## src/rtl/core/proportional_word_wrap_core_assert.svh

```systemverilog
// ----------------------------------------------------------------------------
// proportional_word_wrap_core_assert.svh
// Assertion macros for the proportional word wrap core.
// ----------------------------------------------------------------------------
`ifndef PROPORTIONAL_WORD_WRAP_CORE_ASSERT_SVH
`define PROPORTIONAL_WORD_WRAP_CORE_ASSERT_SVH

// Same-cycle implication, disabled while reset is asserted
`define PWW_ASSERT_NOW(lbl, ante, cons, msg) \
    lbl: assert property (@(posedge clk) disable iff (!rst_n) (ante) |-> (cons)) \
        else $error(msg);

// Next-cycle implication, disabled while reset is asserted
`define PWW_ASSERT_NEXT(lbl, ante, cons, msg) \
    lbl: assert property (@(posedge clk) disable iff (!rst_n) (ante) |=> (cons)) \
        else $error(msg);

`endif

```

## src/rtl/core/pww_pkg.sv

```systemverilog
// ----------------------------------------------------------------------------
// pww_pkg
// Shared constants, character codes and glyph width table for the
// proportional word wrap core.
// ----------------------------------------------------------------------------
package pww_pkg;

    localparam int WORD_MAX_DEF = 32;
    localparam int POS_W        = 16;
    localparam int CHAR_W       = 8;
    localparam int GLYPH_W      = 4;

    localparam logic [POS_W-1:0] LINE_WIDTH_RST = 16'd226;
    localparam logic [POS_W-1:0] POS_SAT        = 16'hFFFF;

    // Special character codes
    localparam logic [CHAR_W-1:0] CH_NUL   = 8'd0;
    localparam logic [CHAR_W-1:0] CH_TAB   = 8'd9;
    localparam logic [CHAR_W-1:0] CH_LF    = 8'd10;
    localparam logic [CHAR_W-1:0] CH_CR    = 8'd13;
    localparam logic [CHAR_W-1:0] CH_SPACE = 8'd32;

    typedef logic [GLYPH_W-1:0] glyph_w_t;
    typedef logic [POS_W-1:0]   pos_t;
    typedef logic [CHAR_W-1:0]  char_t;

    // Pixel width of each glyph, indexed by the low 7 bits of the byte
    localparam glyph_w_t PIX_WIDTH [128] = '{
        4'd0, 4'd8, 4'd0, 4'd0, 4'd0, 4'd0, 4'd8, 4'd8,
        4'd8, 4'd6, 4'd8, 4'd8, 4'd8, 4'd0, 4'd8, 4'd8,
        4'd8, 4'd8, 4'd8, 4'd8, 4'd8, 4'd8, 4'd8, 4'd8,
        4'd8, 4'd8, 4'd8, 4'd8, 4'd8, 4'd8, 4'd8, 4'd8,
        4'd3, 4'd4, 4'd5, 4'd9, 4'd7, 4'd10, 4'd8, 4'd3,
        4'd6, 4'd6, 4'd7, 4'd8, 4'd4, 4'd7, 4'd3, 4'd6,
        4'd7, 4'd7, 4'd7, 4'd7, 4'd7, 4'd7, 4'd7, 4'd7,
        4'd7, 4'd7, 4'd3, 4'd4, 4'd5, 4'd7, 4'd5, 4'd7,
        4'd9, 4'd6, 4'd7, 4'd6, 4'd7, 4'd6, 4'd6, 4'd6,
        4'd7, 4'd4, 4'd6, 4'd7, 4'd6, 4'd9, 4'd7, 4'd6,
        4'd7, 4'd6, 4'd7, 4'd6, 4'd6, 4'd7, 4'd6, 4'd10,
        4'd6, 4'd6, 4'd6, 4'd5, 4'd5, 4'd5, 4'd5, 4'd7,
        4'd4, 4'd5, 4'd6, 4'd5, 4'd5, 4'd5, 4'd4, 4'd5,
        4'd6, 4'd4, 4'd5, 4'd6, 4'd4, 4'd9, 4'd6, 4'd5,
        4'd6, 4'd5, 4'd6, 4'd5, 4'd4, 4'd6, 4'd6, 4'd8,
        4'd6, 4'd6, 4'd5, 4'd5, 4'd4, 4'd5, 4'd7, 4'd0
    };

    // Glyph width of a byte; the top bit is ignored
    function automatic glyph_w_t glyph_width(input char_t c);
        return PIX_WIDTH[c[6:0]];
    endfunction

endpackage

```

## src/rtl/core/proportional_word_wrap_core.sv

```systemverilog
// ----------------------------------------------------------------------------
// proportional_word_wrap_core
// Greedy word wrap of a byte stream for a proportional font.
// ----------------------------------------------------------------------------
// Usage:
//   Input bytes arrive on in_valid/in_ready/in_char, one byte per beat.
//   Output bytes leave on out_valid/out_ready with out_char, out_last
//   (last beat caused by an input byte) and word_overflow (wrap decision
//   taken on a truncated word). cfg_wr_en/cfg_wr_data set line_width;
//   write it only while the core is idle.
// Timing:
//   A space that only becomes pending is taken in S_IDLE alone. A byte that
//   goes straight through passes S_EMITC; one held into the word buffer,
//   S_ADDW. A byte that ends a held word passes S_DECIDE for the space or
//   newline decision, S_SPADD when the space is kept, S_RD and S_WEMIT per
//   held byte (a registered read of the word store, a pass through the shared
//   saturating adder), S_FIN for the flush and S_EMITC if the byte is sent.
//   One output register decouples the receiver; while out_ready is low the
//   sequencer holds and in_ready stays low until the byte is finished.
// Reset:
//   rst_n clears position, pending space, word length and output valid, and
//   sets line_width to 226. The word store needs no clearing.
// ----------------------------------------------------------------------------
module proportional_word_wrap_core
    import pww_pkg::*;
#(
    parameter int WORD_MAX = WORD_MAX_DEF
) (
    input  logic        clk,
    input  logic        rst_n,
    input  logic        in_valid,
    output logic        in_ready,
    input  logic [7:0]  in_char,
    output logic        out_valid,
    input  logic        out_ready,
    output logic [7:0]  out_char,
    output logic        out_last,
    output logic        word_overflow,
    input  logic        cfg_wr_en,
    input  logic [15:0] cfg_wr_data
);

    `include "proportional_word_wrap_core_assert.svh"

    localparam int ADDR_W = (WORD_MAX > 1) ? $clog2(WORD_MAX) : 1;
    localparam int LEN_W  = $clog2(WORD_MAX + 1);
    localparam logic [LEN_W-1:0] LEN_FULL = LEN_W'(WORD_MAX);

    typedef enum logic [2:0] {
        S_IDLE,
        S_ADDW,
        S_DECIDE,
        S_SPADD,
        S_RD,
        S_WEMIT,
        S_FIN,
        S_EMITC
    } state_t;

    state_t            state_reg, state_next;
    char_t             char_reg, char_next;
    logic              ovf_reg, ovf_next;
    pos_t              line_pos_reg, line_pos_next;
    pos_t              line_width_reg, line_width_next;
    logic              pending_reg, pending_next;
    logic [LEN_W-1:0]  word_len_reg, word_len_next;
    pos_t              word_pix_reg, word_pix_next;
    logic [ADDR_W-1:0] idx_reg, idx_next;
    logic              out_valid_reg, out_valid_next;
    char_t             out_char_reg, out_char_next;
    logic              out_last_reg, out_last_next;
    logic              out_ovf_reg, out_ovf_next;

    char_t  in_c;
    char_t  rd_data;
    logic   mem_wr_en;
    logic   mem_rd_en;
    pos_t   alu_a;
    pos_t   alu_b;
    pos_t   alu_sum;
    logic   alu_reach;
    logic   slot_free;
    logic   char_is_space;
    logic   char_is_break;
    logic   last_idx;
    logic   emit;
    char_t  emit_char;
    logic   emit_last;
    logic   emit_ovf;

    // Held word store
    pww_word_mem #(
        .WORD_MAX (WORD_MAX),
        .ADDR_W   (ADDR_W)
    ) u_word_mem (
        .clk     (clk),
        .wr_en   (mem_wr_en),
        .wr_addr (word_len_reg[ADDR_W-1:0]),
        .wr_data (char_reg),
        .rd_en   (mem_rd_en),
        .rd_addr (idx_reg),
        .rd_data (rd_data)
    );

    // Shared saturating adder / width compare
    pww_sat_add u_sat_add (
        .a       (alu_a),
        .b       (alu_b),
        .limit   (line_width_reg),
        .sum_sat (alu_sum),
        .reach   (alu_reach)
    );

    assign in_c          = (in_char == CH_TAB) ? CH_SPACE : in_char;
    assign char_is_space = (char_reg == CH_SPACE);
    assign char_is_break = (char_reg == CH_LF) || (char_reg == CH_CR) ||
                           (char_reg == CH_NUL);
    assign last_idx      = ((LEN_W'(idx_reg) + LEN_W'(1)) == word_len_reg);
    assign slot_free     = !out_valid_reg || out_ready;
    assign in_ready      = (state_reg == S_IDLE);

    // Adder operand select per sequencer step
    always_comb
    begin
        alu_a = line_pos_reg;
        alu_b = POS_W'(glyph_width(char_reg));
        unique case (state_reg)
            S_ADDW:
            begin
                alu_a = word_pix_reg;
            end
            S_DECIDE:
            begin
                alu_b = word_pix_reg;
            end
            S_SPADD:
            begin
                alu_b = POS_W'(glyph_width(CH_SPACE));
            end
            S_WEMIT:
            begin
                alu_b = POS_W'(glyph_width(rd_data));
            end
            default:
            begin
                alu_b = POS_W'(glyph_width(char_reg));
            end
        endcase
    end

    // Sequencer
    always_comb
    begin
        state_next      = state_reg;
        char_next       = char_reg;
        ovf_next        = ovf_reg;
        line_pos_next   = line_pos_reg;
        line_width_next = cfg_wr_en ? cfg_wr_data : line_width_reg;
        pending_next    = pending_reg;
        word_len_next   = word_len_reg;
        word_pix_next   = word_pix_reg;
        idx_next        = idx_reg;
        mem_wr_en       = 1'b0;
        mem_rd_en       = 1'b0;
        emit            = 1'b0;
        emit_char       = char_reg;
        emit_last       = 1'b0;
        emit_ovf        = 1'b0;

        unique case (state_reg)
            S_IDLE:
            begin
                if (in_valid)
                begin
                    char_next = in_c;
                    ovf_next  = 1'b0;
                    if (in_c == CH_SPACE)
                    begin
                        if (pending_reg)
                        begin
                            state_next = S_DECIDE;
                        end
                        else
                        begin
                            pending_next = 1'b1;
                        end
                    end
                    else if ((in_c == CH_LF) || (in_c == CH_CR) || (in_c == CH_NUL))
                    begin
                        state_next = pending_reg ? S_DECIDE : S_EMITC;
                    end
                    else if (pending_reg)
                    begin
                        if (word_len_reg >= LEN_FULL)
                        begin
                            ovf_next   = 1'b1;
                            state_next = S_DECIDE;
                        end
                        else
                        begin
                            state_next = S_ADDW;
                        end
                    end
                    else
                    begin
                        state_next = S_EMITC;
                    end
                end
            end

            // Append a byte to the held word
            S_ADDW:
            begin
                mem_wr_en     = 1'b1;
                word_pix_next = alu_sum;
                word_len_next = word_len_reg + LEN_W'(1);
                state_next    = S_IDLE;
            end

            // Space or newline for the pending space
            S_DECIDE:
            begin
                if (slot_free)
                begin
                    emit      = 1'b1;
                    emit_char = alu_reach ? CH_LF : CH_SPACE;
                    emit_last = (word_len_reg == '0) && char_is_space;
                    emit_ovf  = ovf_reg;
                    idx_next  = '0;
                    if (alu_reach)
                    begin
                        line_pos_next = '0;
                        state_next    = (word_len_reg == '0) ? S_FIN : S_RD;
                    end
                    else
                    begin
                        state_next = S_SPADD;
                    end
                end
            end

            S_SPADD:
            begin
                line_pos_next = alu_sum;
                state_next    = (word_len_reg == '0) ? S_FIN : S_RD;
            end

            S_RD:
            begin
                mem_rd_en  = 1'b1;
                state_next = S_WEMIT;
            end

            // Emit one held byte
            S_WEMIT:
            begin
                if (slot_free)
                begin
                    emit          = 1'b1;
                    emit_char     = rd_data;
                    emit_last     = last_idx && char_is_space;
                    line_pos_next = alu_sum;
                    if (last_idx)
                    begin
                        state_next = S_FIN;
                    end
                    else
                    begin
                        idx_next   = idx_reg + ADDR_W'(1);
                        state_next = S_RD;
                    end
                end
            end

            // Word flushed; a new space becomes the pending one
            S_FIN:
            begin
                word_len_next = '0;
                word_pix_next = '0;
                pending_next  = char_is_space;
                state_next    = char_is_space ? S_IDLE : S_EMITC;
            end

            // The byte itself, always the last beat
            S_EMITC:
            begin
                if (slot_free)
                begin
                    emit      = 1'b1;
                    emit_last = 1'b1;
                    if (char_is_break)
                    begin
                        line_pos_next = '0;
                    end
                    else
                    begin
                        line_pos_next = alu_sum;
                    end
                    if (char_reg == CH_NUL)
                    begin
                        pending_next  = 1'b0;
                        word_len_next = '0;
                        word_pix_next = '0;
                    end
                    state_next = S_IDLE;
                end
            end

            default:
            begin
                state_next = S_IDLE;
            end
        endcase
    end

    // Output register
    always_comb
    begin
        out_valid_next = out_valid_reg;
        out_char_next  = out_char_reg;
        out_last_next  = out_last_reg;
        out_ovf_next   = out_ovf_reg;
        if (emit)
        begin
            out_valid_next = 1'b1;
            out_char_next  = emit_char;
            out_last_next  = emit_last;
            out_ovf_next   = emit_ovf;
        end
        else if (out_ready)
        begin
            out_valid_next = 1'b0;
        end
    end

    // State and registered outputs
    always_ff @(posedge clk or negedge rst_n)
    begin
        if (!rst_n)
        begin
            state_reg      <= S_IDLE;
            char_reg       <= CH_NUL;
            ovf_reg        <= 1'b0;
            line_pos_reg   <= '0;
            line_width_reg <= LINE_WIDTH_RST;
            pending_reg    <= 1'b0;
            word_len_reg   <= '0;
            word_pix_reg   <= '0;
            idx_reg        <= '0;
            out_valid_reg  <= 1'b0;
            out_char_reg   <= CH_NUL;
            out_last_reg   <= 1'b0;
            out_ovf_reg    <= 1'b0;
        end
        else
        begin
            state_reg      <= state_next;
            char_reg       <= char_next;
            ovf_reg        <= ovf_next;
            line_pos_reg   <= line_pos_next;
            line_width_reg <= line_width_next;
            pending_reg    <= pending_next;
            word_len_reg   <= word_len_next;
            word_pix_reg   <= word_pix_next;
            idx_reg        <= idx_next;
            out_valid_reg  <= out_valid_next;
            out_char_reg   <= out_char_next;
            out_last_reg   <= out_last_next;
            out_ovf_reg    <= out_ovf_next;
        end
    end

    assign out_valid     = out_valid_reg;
    assign out_char      = out_char_reg;
    assign out_last      = out_last_reg;
    assign word_overflow = out_ovf_reg;

    // Checks
    `PWW_ASSERT_NOW(a_word_needs_space, word_len_reg != '0, pending_reg,
        "held word without a pending space")
    `PWW_ASSERT_NOW(a_word_len_bound, 1'b1, word_len_reg <= LEN_FULL,
        "held word length beyond buffer size")
    `PWW_ASSERT_NOW(a_ovf_on_decision, out_valid_reg && out_ovf_reg,
        (out_char_reg == CH_LF) || (out_char_reg == CH_SPACE),
        "overflow flag on a beat other than a wrap decision")
    `PWW_ASSERT_NEXT(a_fin_clears_word, state_reg == S_FIN, word_len_reg == '0,
        "held word not cleared after flush")

endmodule

```

## src/rtl/core/pww_word_mem.sv

```systemverilog
// ----------------------------------------------------------------------------
// pww_word_mem
// Held-word byte store: one write port, one read port with registered data.
// ----------------------------------------------------------------------------
module pww_word_mem
    import pww_pkg::*;
#(
    parameter int WORD_MAX = WORD_MAX_DEF,
    parameter int ADDR_W   = (WORD_MAX > 1) ? $clog2(WORD_MAX) : 1
) (
    input  logic              clk,
    input  logic              wr_en,
    input  logic [ADDR_W-1:0] wr_addr,
    input  char_t             wr_data,
    input  logic              rd_en,
    input  logic [ADDR_W-1:0] rd_addr,
    output char_t             rd_data
);

    char_t mem [WORD_MAX];
    char_t rd_data_reg;

    // Write port
    always_ff @(posedge clk)
    begin
        if (wr_en)
        begin
            mem[wr_addr] <= wr_data;
        end
    end

    // Read port, data held until the next read
    always_ff @(posedge clk)
    begin
        if (rd_en)
        begin
            rd_data_reg <= mem[rd_addr];
        end
    end

    assign rd_data = rd_data_reg;

endmodule

```

## src/rtl/core/pww_sat_add.sv

```systemverilog
// ----------------------------------------------------------------------------
// pww_sat_add
// Shared arithmetic unit: 16-bit saturating add plus compare of the
// unsaturated sum against the line width.
// ----------------------------------------------------------------------------
module pww_sat_add
    import pww_pkg::*;
(
    input  pos_t a,
    input  pos_t b,
    input  pos_t limit,
    output pos_t sum_sat,
    output logic reach
);

    logic [POS_W:0] sum;

    // One wide add feeding both the saturation and the compare
    assign sum     = {1'b0, a} + {1'b0, b};
    assign sum_sat = sum[POS_W] ? POS_SAT : sum[POS_W-1:0];
    assign reach   = (sum >= {1'b0, limit});

endmodule
```

## config.mk

```make
export PLATFORM = sky130hd
export DESIGN_NAME = proportional_word_wrap_core
export DESIGN_NICKNAME = d
export VERILOG_FILES = /design/src/rtl/core/pww_pkg.sv /design/src/rtl/core/proportional_word_wrap_core.sv /design/src/rtl/core/pww_word_mem.sv /design/src/rtl/core/pww_sat_add.sv
export VERILOG_INCLUDE_DIRS = /design/src /design/src/rtl/core
export SDC_FILE = /design/constraint.sdc
export NUM_CORES = 1
export LEC_CHECK = 0
export BUFFER_PORTS_ARGS = -buffer_cell sky130_fd_sc_hd__clkbuf_2
export CORE_MARGIN = 2
export CORE_UTILIZATION = 55
export CTS_CLUSTER_SIZE = 16
export DETAILED_ROUTE_END_ITERATION = 8
export GPL_ROUTABILITY_DRIVEN = 0
export PLACE_DENSITY = 0.74
export SETUP_SLACK_MARGIN = 0.2
export SKIP_CTS_REPAIR_TIMING = 1
export SKIP_LAST_GASP = 1
export SLEW_MARGIN = 20
export SYNTH_ARGS = -nofsm -noshare
export SYNTH_HDL_FRONTEND = slang
export SYNTH_SLANG_ARGS = --single-unit
```

## constraint.sdc

```tcl
create_clock -name clk -period 9.4 [get_ports clk]
set_input_delay 0 -clock clk [delete_from_list [all_inputs] [get_ports clk]]
set_output_delay 0 -clock clk [all_outputs]
set_load 0.005 [all_outputs]
```

==> impl_metrics.json, run 1 <==
{
  "status": "completed",
  "grt_overflow_total": 0,
  "largest_register_ffs": 256,
  "synth_edf_count": 264,
  "end_kind": "flip-flop",
  "clkSinkCount": 347,
  "track_usage_pct": 24.4,
  "die_w_um": 178,
  "multi_input_area_um2": 6170,
  "cts_made_buffers": 38,
  "rsz0062_at_grt": "false",
  "netlist_area_um2": 16600,
  "cp_cell_sequence": "inv_1 -> nor2_1 -> nand3b_1 -> o21ai_0 -> mux2_2 -> a21oi_1 -> a221oi_1 -> or3_1 -> ha_1 -> a21oi_1 -> o211ai_1 -> a211o_1 -> o221a_2 -> o41ai_2 -> xnor2_1 -> ha_1 -> o21ai_0 -> or4_1 -> nand3_1 -> nor3_2 -> o31a_4 -> nand2_1 -> o21ai_0",
  "design.portCount": 41,
  "placed_cells": 1624,
  "grt_pass1_vias": 10300,
  "period_share_pct": 65.9,
  "dp_hpwl_um": 23800,
  "grt_pass1_wl_um": 58900,
  "clock_skew_ns": 0.0193,
  "antenna_found_initial": 0,
  "worstPathArrival_ns": 6.56,
  "netlist_instances": 1249,
  "insertion_delay_ns": 0.53,
  "seqCellArea_um2": 10000,
  "crit_path_frequent_cell": "o21ai_0",
  "die-height_um": 178,
  "worstPathRequired_ns": 9.76,
  "drive_gt1_share_pct": 17.2,
  "grt_max_degree": 71,
  "fin_cells": 1718,
  "worst_setup_path_start_kind": "flip-flop",
  "cp_num_buf_inv": 1,
  "wl_per_cell_um": 22.0,
  "routed_wl_um": 37800,
  "final.min_clock_period_ns": 6.19,
  "nets": 1382,
  "yosysSeqAreaShare_pct": 60.2,
  "clockRootBuffer": "clkbuf_16",
  "power.leakage_nw": 6.70,
  "clock.fmax_mhz": 161,
  "drc": 0,
  "crit_slowest_cell": "edfxtp_1",
  "slowest_delay_ns": 0.86,
  "synth_nets": 1330,
  "rows": 63,
  "synth_area_per_cell_um2": 13.3,
  "synthArstFlopShare_pct": 23.9,
  "hold_class": "input port to asynchronous set/reset pin",
  "diodes": 0,
  "n_fill_cell": 2174,
  "start_util_pct": 56.0,
  "port_buffers": 40,
  "cts_tree": "yes",
  "dieArea_um2": 31700,
  "top_register": "u_word_mem.mem",
  "yosys_warnings": 0,
  "worstSetupPathType": "flip-flop to flip-flop",
  "critPathTopFamily": "compound AO/OA/AOI/OAI gates",
  "setup_viol": 0,
  "ctsLongestPathBuffers": 3,
  "final_area_um2": 18600,
  "final_cell_mix": "264 x edfxtp_1, 147 x nand2_1, 117 x nor2_1",
  "final-hold-violation-count": 0,
  "cellPowerDensity_nw_per_um2": 316,
  "ir_drop_v": 0.000184,
  "syn2layout_area_growth_pct": 11.8,
  "synthFlopType": "edfxtp_1",
  "viasPerCell": 6.22,
  "fin_setup_tns_ns": 0,
  "worst_pin_slew_ns": 1.07,
  "num_vias": 10700,
  "maxCapViolations": 0,
  "path_max_fanout": 22,
  "dpl-instance-area_um2": 17100,
  "clk_pin_slew_ns": 0.06,
  "h-tree-depth": 2,
  "coreArea_um2": 29700,
  "synth_seq_cells": 347,
  "ant_nets": 0,
  "drtIter0Drc": 1442,
  "drv_slew": 0,
  "whs_ns": 0.000249,
  "final_util_pct": 62.6,
  "synth_cell_types": 76,
  "drtPass1Iterations": 6,
  "maxSlewHeadroom_pct": 28.4,
  "final_common_cell": "edfxtp_1"
}
## report_power, final
group / leakage, nW / internal (mW) / total (mW) / switching, mW
Sequential: 3.42 / 1.99 / 2.32 / 0.327
Combinational: 2.70 / 0.885 / 2.14 / 1.25
Clock: 0.576 / 0.838 / 1.43 / 0.591
Total: 6.70 / 3.71 / 5.88 / 2.17
## worst register-to-register path: stages, from the launching register on
cell and delay, ns:
edfxtp_1 0.86, inv_1 0.32, nor2_1 0.28, nand3b_1 0.15
o21ai_0 0.09, mux2_2 0.27, a21oi_1 0.15, a221oi_1 0.14
or3_1 0.40, ha_1 0.30, a21oi_1 0.26, o211ai_1 0.17
a211o_1 0.28, o221a_2 0.25, o41ai_2 0.26, xnor2_1 0.14
ha_1 0.30, o21ai_0 0.10, or4_1 0.52, nand3_1 0.15
nor3_2 0.08, o31a_4 0.39, nand2_1 0.09, o21ai_0 0.08
## cell usage after synthesis, drive strengths merged (3+ instances only)
| master | n | share of area [%] |
|---|---|---|
| edfxtp | 264 | 48 |
| nand2 | 147 | 3.3 |
| nor2 | 117 | 2.6 |
| mux4 | 82 | 11 |
| dfrtp | 79 | 12 |
| o21ai | 77 | 2.3 |
| a21oi | 55 | 1.7 |
| ha | 51 | 3.8 |
| clkbuf | 48 | 1.1 |
| inv | 37 | 0.83 |
| nand3 | 24 | 0.72 |
| buf | 22 | 0.86 |
| o22ai | 21 | 0.79 |
| mux2 | 18 | 1.2 |
| nor3 | 17 | 0.54 |
| a211oi | 15 | 0.74 |
| and2 | 13 | 0.49 |
| xor2 | 12 | 0.63 |
| a31oi | 11 | 0.41 |
| nand2b | 11 | 0.41 |
| xnor2 | 11 | 0.58 |
| nor2b | 8 | 0.30 |
| a221oi | 6 | 0.32 |
| mux2i | 6 | 0.36 |
| o211ai | 6 | 0.27 |
| a21o | 5 | 0.23 |
| nand4 | 5 | 0.19 |
| o31ai | 5 | 0.23 |
| a22o | 4 | 0.21 |
| a22oi | 4 | 0.18 |
| dfstp | 4 | 0.63 |
| nand3b | 4 | 0.18 |
| o21a | 4 | 0.18 |
| or2 | 4 | 0.15 |
| or3 | 4 | 0.15 |
| a211o | 3 | 0.16 |
| a311oi | 3 | 0.16 |
| o2111ai | 3 | 0.16 |
## area by class of cell
cell class,instances,area share (%)
inverters,38,0.767
flip-flops and latches,347,53.9
clock buffers,54,5.66
clock inverters,13,0.747
well taps,390,2.62
multi-input cells,794,33.2
repair buffers,82,3.15
## per-layer routing
metal  global-route usage (%)  vias up  wire (um)
li1                         -     4840          -
met1                     34.6     5364      15900
met2                     39.9      414      18500
met3                     3.26       62       2440
met4                     6.80        0        939
met5                        0        -          0
## cells by family after synthesis
| logic type | Yosys count | synth area share (%) |
|---|---|---|
| DFF | 347 | 60.2 |
| buffers and inverters | 108 | 2.81 |
| AOI/OAI and AO/OA | 246 | 9.43 |
| and+or+nand+nor | 367 | 9.75 |
| xor gates and xnor gates | 23 | 1.21 |
| adders and majority gates | 52 | 3.96 |
| muxes | 106 | 12.7 |
## final timing paths
path / depth (start not counted) / start / endpoint / slack [ns]
min in group clk: 4 / out_ready / out_char[5]$_DFFE_PN0P_ / 0
min reg2reg: 2 / line_pos_reg[6]$_DFFE_PN0P_ / line_pos_reg[6]$_DFFE_PN0P_ / 0.48
max: 23 / u_word_mem.rd_data[2]$_DFFE_PP_ / line_pos_reg[1]$_DFFE_PN0P_ / 3.21
max in group asynchronous: 3 / rst_n / char_reg[3]$_DFFE_PN0P_ / 8.38
min: 2 / rst_n / out_char[7]$_DFFE_PN0P_ / 0.0002
max reg2reg: 23 / u_word_mem.rd_data[2]$_DFFE_PP_ / line_pos_reg[1]$_DFFE_PN0P_ / 3.21
## stage by stage
stage | worst slack (ns) | power (mW)
floorplan | 3.58 | 3.80
detailed placement | 3.26 | 4.45
global placement | 3.41 | 4.38
finish | 3.21 | 5.88
global route | 2.73 | 6.23
CTS | 3.21 | 5.89
No activity file was read; power rests on OpenSTA's default activity.
==> run 2, diff against run 1 <==
--- a/config.mk
+++ b/config.mk
@@ -12,7 +12,7 @@
 export CTS_CLUSTER_SIZE = 16
 export DETAILED_ROUTE_END_ITERATION = 8
 export GPL_ROUTABILITY_DRIVEN = 0
-export PLACE_DENSITY = 0.74
+export PLACE_DENSITY = 0.76
 export SETUP_SLACK_MARGIN = 0.2
 export SKIP_CTS_REPAIR_TIMING = 1
 export SKIP_LAST_GASP = 1
==> constraint.sdc (replaced) <==
create_clock -name clk -period 5.2 [get_ports clk]
set_input_delay 0 -clock clk [delete_from_list [all_inputs] [get_ports clk]]
set_output_delay 0 -clock clk [all_outputs]
set_load 0.005 [all_outputs]
==> impl_metrics.json, run 2 (synthesis gave the netlist of run 1 again) <==
{
  "grt_pass1_vias": 10800,
  "clock.fmax_mhz": 182,
  "path_max_fanout": 8,
  "largest_register_ffs": 256,
  "final_cell_mix": "264 x edfxtp_1, 145 x nand2_1, 116 x nor2_1",
  "hold_class": "input port to flip-flop",
  "final_area_um2": 19600,
  "clk_pin_slew_ns": 0.06,
  "worst_pin_slew_ns": 1.03,
  "nets": 1471,
  "placed_cells": 1704,
  "start_util_pct": 56.0,
  "n_fill_cell": 2024,
  "dpl-instance-area_um2": 17800,
  "h-tree-depth": 2,
  "drc": 0,
  "insertion_delay_ns": 0.54,
  "dieArea_um2": 31700,
  "violations": "setup timing",
  "rows": 63,
  "status": "finished with violations",
  "antenna_found_initial": 0,
  "maxCapViolations": 0,
  "cellPowerDensity_nw_per_um2": 585,
  "top_register": "u_word_mem.mem",
  "die_w_um": 178,
  "worst_setup_path_start_kind": "flip-flop",
  "p_total_mw": 11.4,
  "final.min_clock_period_ns": 5.50,
  "period_share_pct": 106,
  "syn2layout_area_growth_pct": 17.5,
  "setup_viol": 22,
  "ant_nets": 0,
  "clkSinkCount": 347,
  "coreArea_um2": 29700,
  "drtPass1Iterations": 7,
  "fin_cells": 1808,
  "grt_overflow_total": 0,
  "viasPerCell": 6.21,
  "port_buffers": 40,
  "track_usage_pct": 25.4,
  "routed_wl_um": 40000,
  "ir_drop_v": 0.000389,
  "final_util_pct": 65.8,
  "clockRootBuffer": "clkbuf_16",
  "maxSlewHeadroom_pct": 31.4,
  "cts_tree": "yes",
  "drv_slew": 0,
  "diodes": 0,
  "power.leakage_nw": 7.19,
  "rsz0062_at_grt": "true",
  "worstPathRequired_ns": 5.59,
  "preCtsSetupSlack_ns": -0.259,
  "cts_made_buffers": 36,
  "setup_ws_ns": -0.299,
  "drive_gt1_share_pct": 25.7,
  "grt_pass1_wl_um": 61100,
  "clock_skew_ns": 0.0157,
  "wl_per_cell_um": 22.1,
  "worstSetupPathType": "flip-flop to flip-flop",
  "dp_hpwl_um": 25700,
  "final-hold-violation-count": 0,
  "num_vias": 11200,
  "grt_max_degree": 80,
  "worstPathArrival_ns": 5.89,
  "final_common_cell": "edfxtp_1",
  "die-height_um": 178,
  "drtIter0Drc": 1265,
  "ctsLongestPathBuffers": 3,
  "design.portCount": 41,
  "end_kind": "flip-flop"
}
-- run 2: report_power, final --
group / internal [mW] / total (mW) / leakage [nW] / switching [mW]
Sequential: 3.59 / 4.05 / 3.42 / 0.461
Combinational: 2.17 / 4.88 / 3.23 / 2.71
Clock: 1.41 / 2.50 / 0.549 / 1.09
-- run 2: worst max-delay path: stages (launching register included) --
cell      delay [ns]
edfxtp_1        0.44
inv_2           0.13
ha_4            0.23
mux4_2          0.45
mux2_4          0.28
a21oi_4         0.18
a221oi_4        0.09
or3_4           0.35
ha_4            0.24
a21oi_4         0.18
o211ai_1        0.16
a211o_1         0.34
o221a_4         0.24
o41ai_4         0.22
xnor2_1         0.15
ha_1            0.33
o21ai_2         0.07
or4_4           0.44
nand3_4         0.11
nor3_4          0.06
buf_6           0.14
o31a_4          0.40
nand2_1         0.07
o21ai_1         0.06
-- run 2: worst paths after layout --
kind / cells after the start / slack, ns / start / end
worst max-delay path: 23 / -0.30 / u_word_mem.rd_data[0]$_DFFE_PP_ / line_pos_reg[11]$_DFFE_PN0P_
worst min-delay path: 4 / 0.004 / out_ready / out_char[5]$_DFFE_PN0P_
worst max register to register: 23 / -0.30 / u_word_mem.rd_data[0]$_DFFE_PP_ / line_pos_reg[11]$_DFFE_PN0P_
worst min register to register: 2 / 0.48 / line_pos_reg[4]$_DFFE_PN0P_ / line_pos_reg[4]$_DFFE_PN0P_
max in group asynchronous: 3 / 4.49 / rst_n / idx_reg[0]$_DFFE_PN0P_
min in group asynchronous: 3 / 0.16 / rst_n / out_char[5]$_DFFE_PN0P_
-- run 2: through the flow --
step	TNS, ns	hold slack (ns)
final	-4.27	0.00430
after global routing	-7.78	0.00649
after CTS	-4.38	-0.746
after detailed placement	-4.13	-0.197
after global placement	-2.07	-0.201
after floorplan	-1.36	-0.296
-- run 2: metal layers --
metal  vias up  track usage (%)  wire (um)  part of all wire [%]
met5         -                0          0                     0
met4         0             8.16       1320                   3.3
met3        89             3.77       2860                   7.2
met2       546             42.2      19800                    49
met1      5581             34.6      16000                    40
li1       5019                -          -                     -
-- run 2: layout make-up --
class	instances	area, um^2	share of cell area [%]
Multi-Input combinational cell	795	6480	33.2
Sequential cell	347	10000	51.2
Clock buffer	50	995	5.09
Tap cell	390	488	2.50
Clock inverter	16	141	0.723
Inverter	38	145	0.742
Timing Repair Buffer	172	1280	6.55
==> run 3, diff against run 2 <==
==> constraint.sdc (replaced) <==
create_clock -name clk -period 5 [get_ports clk]
set_input_delay 0 -clock clk [delete_from_list [all_inputs] [get_ports clk]]
set_output_delay 0 -clock clk [all_outputs]
set_load 0.005 [all_outputs]
==> impl_metrics.json, run 3 (synthesis gave the netlist of run 1 again) <==
{
  "worst_setup_path_start_kind": "flip-flop",
  "clock_skew_ns": 0.0257,
  "hold_start": "cfg_wr_en",
  "reg2reg_setup_slack_ns": -0.41,
  "r2r-start": "u_word_mem.rd_data[0]$_DFFE_PP_",
  "cts_made_buffers": 36,
  "port_buffers": 40,
  "grt_max_degree": 84,
  "drtIter0Drc": 1318,
  "final_cell_mix": "264 x edfxtp_1, 140 x nand2_1, 126 x buf_4",
  "insertion_delay_ns": 0.54,
  "startpoint": "u_word_mem.rd_data[0]$_DFFE_PP_",
  "clkSinkCount": 347,
  "antenna_found_initial": 0,
  "clk_pin_slew_ns": 0.06,
  "multi_input_area_um2": 6500,
  "viasPerCell": 6.19,
  "setup_viol": 22,
  "maxSlewHeadroom_pct": 28.0,
  "hold_class": "input port to flip-flop",
  "preCtsSetupSlack_ns": -0.448,
  "grt_pass1_vias": 11100,
  "ctsLongestPathBuffers": 3,
  "dp_hpwl_um": 26200,
  "violations": "setup timing",
  "cts_tree": "yes",
  "hold_end": "line_width_reg[7]$_DFFE_PN1P_",
  "final_util_pct": 67.0,
  "worst_pin_slew_ns": 1.08,
  "dpl-instance-area_um2": 18000,
  "top_register": "u_word_mem.mem",
  "coreArea_um2": 29700,
  "setup_ws_ns": -0.412,
  "ant_nets": 0,
  "drv_slew": 0,
  "final.min_clock_period_ns": 5.41,
  "critPathTopFamily": "compound AO/OA/AOI/OAI gates",
  "dieArea_um2": 31700,
  "nets": 1494,
  "cp_num_buf_inv": 2,
  "grt_use_met3_pct": 4.05,
  "ir_drop_v": 0.000346,
  "holdPathStages": 3,
  "rows": 63,
  "start_util_pct": 56.0,
  "final-hold-violation-count": 0,
  "grt_overflow_total": 0,
  "crit_slowest_cell": "mux4_2",
  "drc": 0,
  "rsz0062_at_grt": "true",
  "fin_setup_tns_ns": -7.86,
  "path_max_fanout": 8,
  "h-tree-depth": 2,
  "final_area_um2": 19900,
  "worstSetupPathType": "flip-flop to flip-flop",
  "clockRootBuffer": "clkbuf_16",
  "worstPathArrival_ns": 5.88,
  "period_share_pct": 108,
  "drive_gt1_share_pct": 28.0,
  "track_usage_pct": 26.1,
  "reg2reg_depth": 24,
  "syn2layout_area_growth_pct": 19.7,
  "final_common_cell": "edfxtp_1",
  "slowest_delay_ns": 0.46,
  "largest_register_ffs": 256,
  "num_vias": 11300,
  "die_w_um": 178,
  "maxCapViolations": 0,
  "end_kind": "flip-flop",
  "n_fill_cell": 1988,
  "drtPass1Iterations": 6,
  "gr-max-usage-layer": "met2",
  "wl_per_cell_um": 22.3,
  "r2r_end": "out_char[5]$_DFFE_PN0P_",
  "design.portCount": 41,
  "grt_pass1_wl_um": 62700,
  "diodes": 0,
  "grt_util_met1_pct": 34.3,
  "cp_cell_sequence": "inv_2 -> ha_4 -> mux4_2 -> mux2_4 -> a21oi_4 -> a221oi_4 -> or3_4 -> ha_4 -> a21oi_4 -> o211ai_1 -> a211o_1 -> o221a_2 -> nor2_1 -> xnor2_1 -> ha_1 -> nor3_2 -> buf_4 -> nor2_1 -> o311ai_1 -> nand3_4 -> nor3_4 -> nor2_2 -> a31oi_2 -> o22a_1",
  "p_total_mw": 12.4,
  "die-height_um": 178,
  "power.leakage_nw": 7.39,
  "clock.fmax_mhz": 185,
  "use_met2_pct": 44.0,
  "cellPowerDensity_nw_per_um2": 625,
  "worstPathRequired_ns": 5.47,
  "status": "finished with violations",
  "seqCellArea_um2": 10000,
  "routed_wl_um": 40900
}
run 3: per-stage QoR:
stage	hold slack, ns	instances
floorplan	-0.296	1249
global placement	0.204	1733
detailed placement	0.216	1733
CTS	-0.325	1798
global route	0.0283	1830
finish	0.00866	1830
run 3: report_power, final:
part / switching (mW) / internal (mW)
clock: 1.12 / 1.77
sequential: 0.448 / 3.73
combinational: 2.94 / 2.42
run 3: final cells by class:
class                      instances  share of cell area, %
sequential                       347                   50.3
multi-input combinational        795                   32.7
timing repair buffer             195                   7.30
clock buffer                      45                   4.95
tap                              390                   2.45
clock inverter                    20                   1.57
inverter                          38                  0.735
run 3: tightest hold or removal path, cell delays in order:
cell and delay, ns:
clkbuf_2 0.31, nand2_1 0.13, o21ai_0 0.07
run 3: routing by layer:
layer	vias to the layer above	wire [um]
met4	0	1530
met1	5590	15700
met3	103	3250
met2	570	20500
met5	-	0
li1	5065	-
run 3: how the worst max path moves through the flow:
stage | slack, ns | depth (start not counted) | to
final | -0.41 | 24 | out_char[5]$_DFFE_PN0P_
after global routing | -0.54 | 24 | line_pos_reg[11]$_DFFE_PN0P_
after CTS | -0.50 | 22 | line_pos_reg[15]$_DFFE_PN0P_
after detailed placement | -0.45 | 22 | line_pos_reg[1]$_DFFE_PN0P_
after global placement | -0.34 | 22 | line_pos_reg[1]$_DFFE_PN0P_
after floorplan | -0.33 | 24 | line_pos_reg[10]$_DFFE_PN0P_
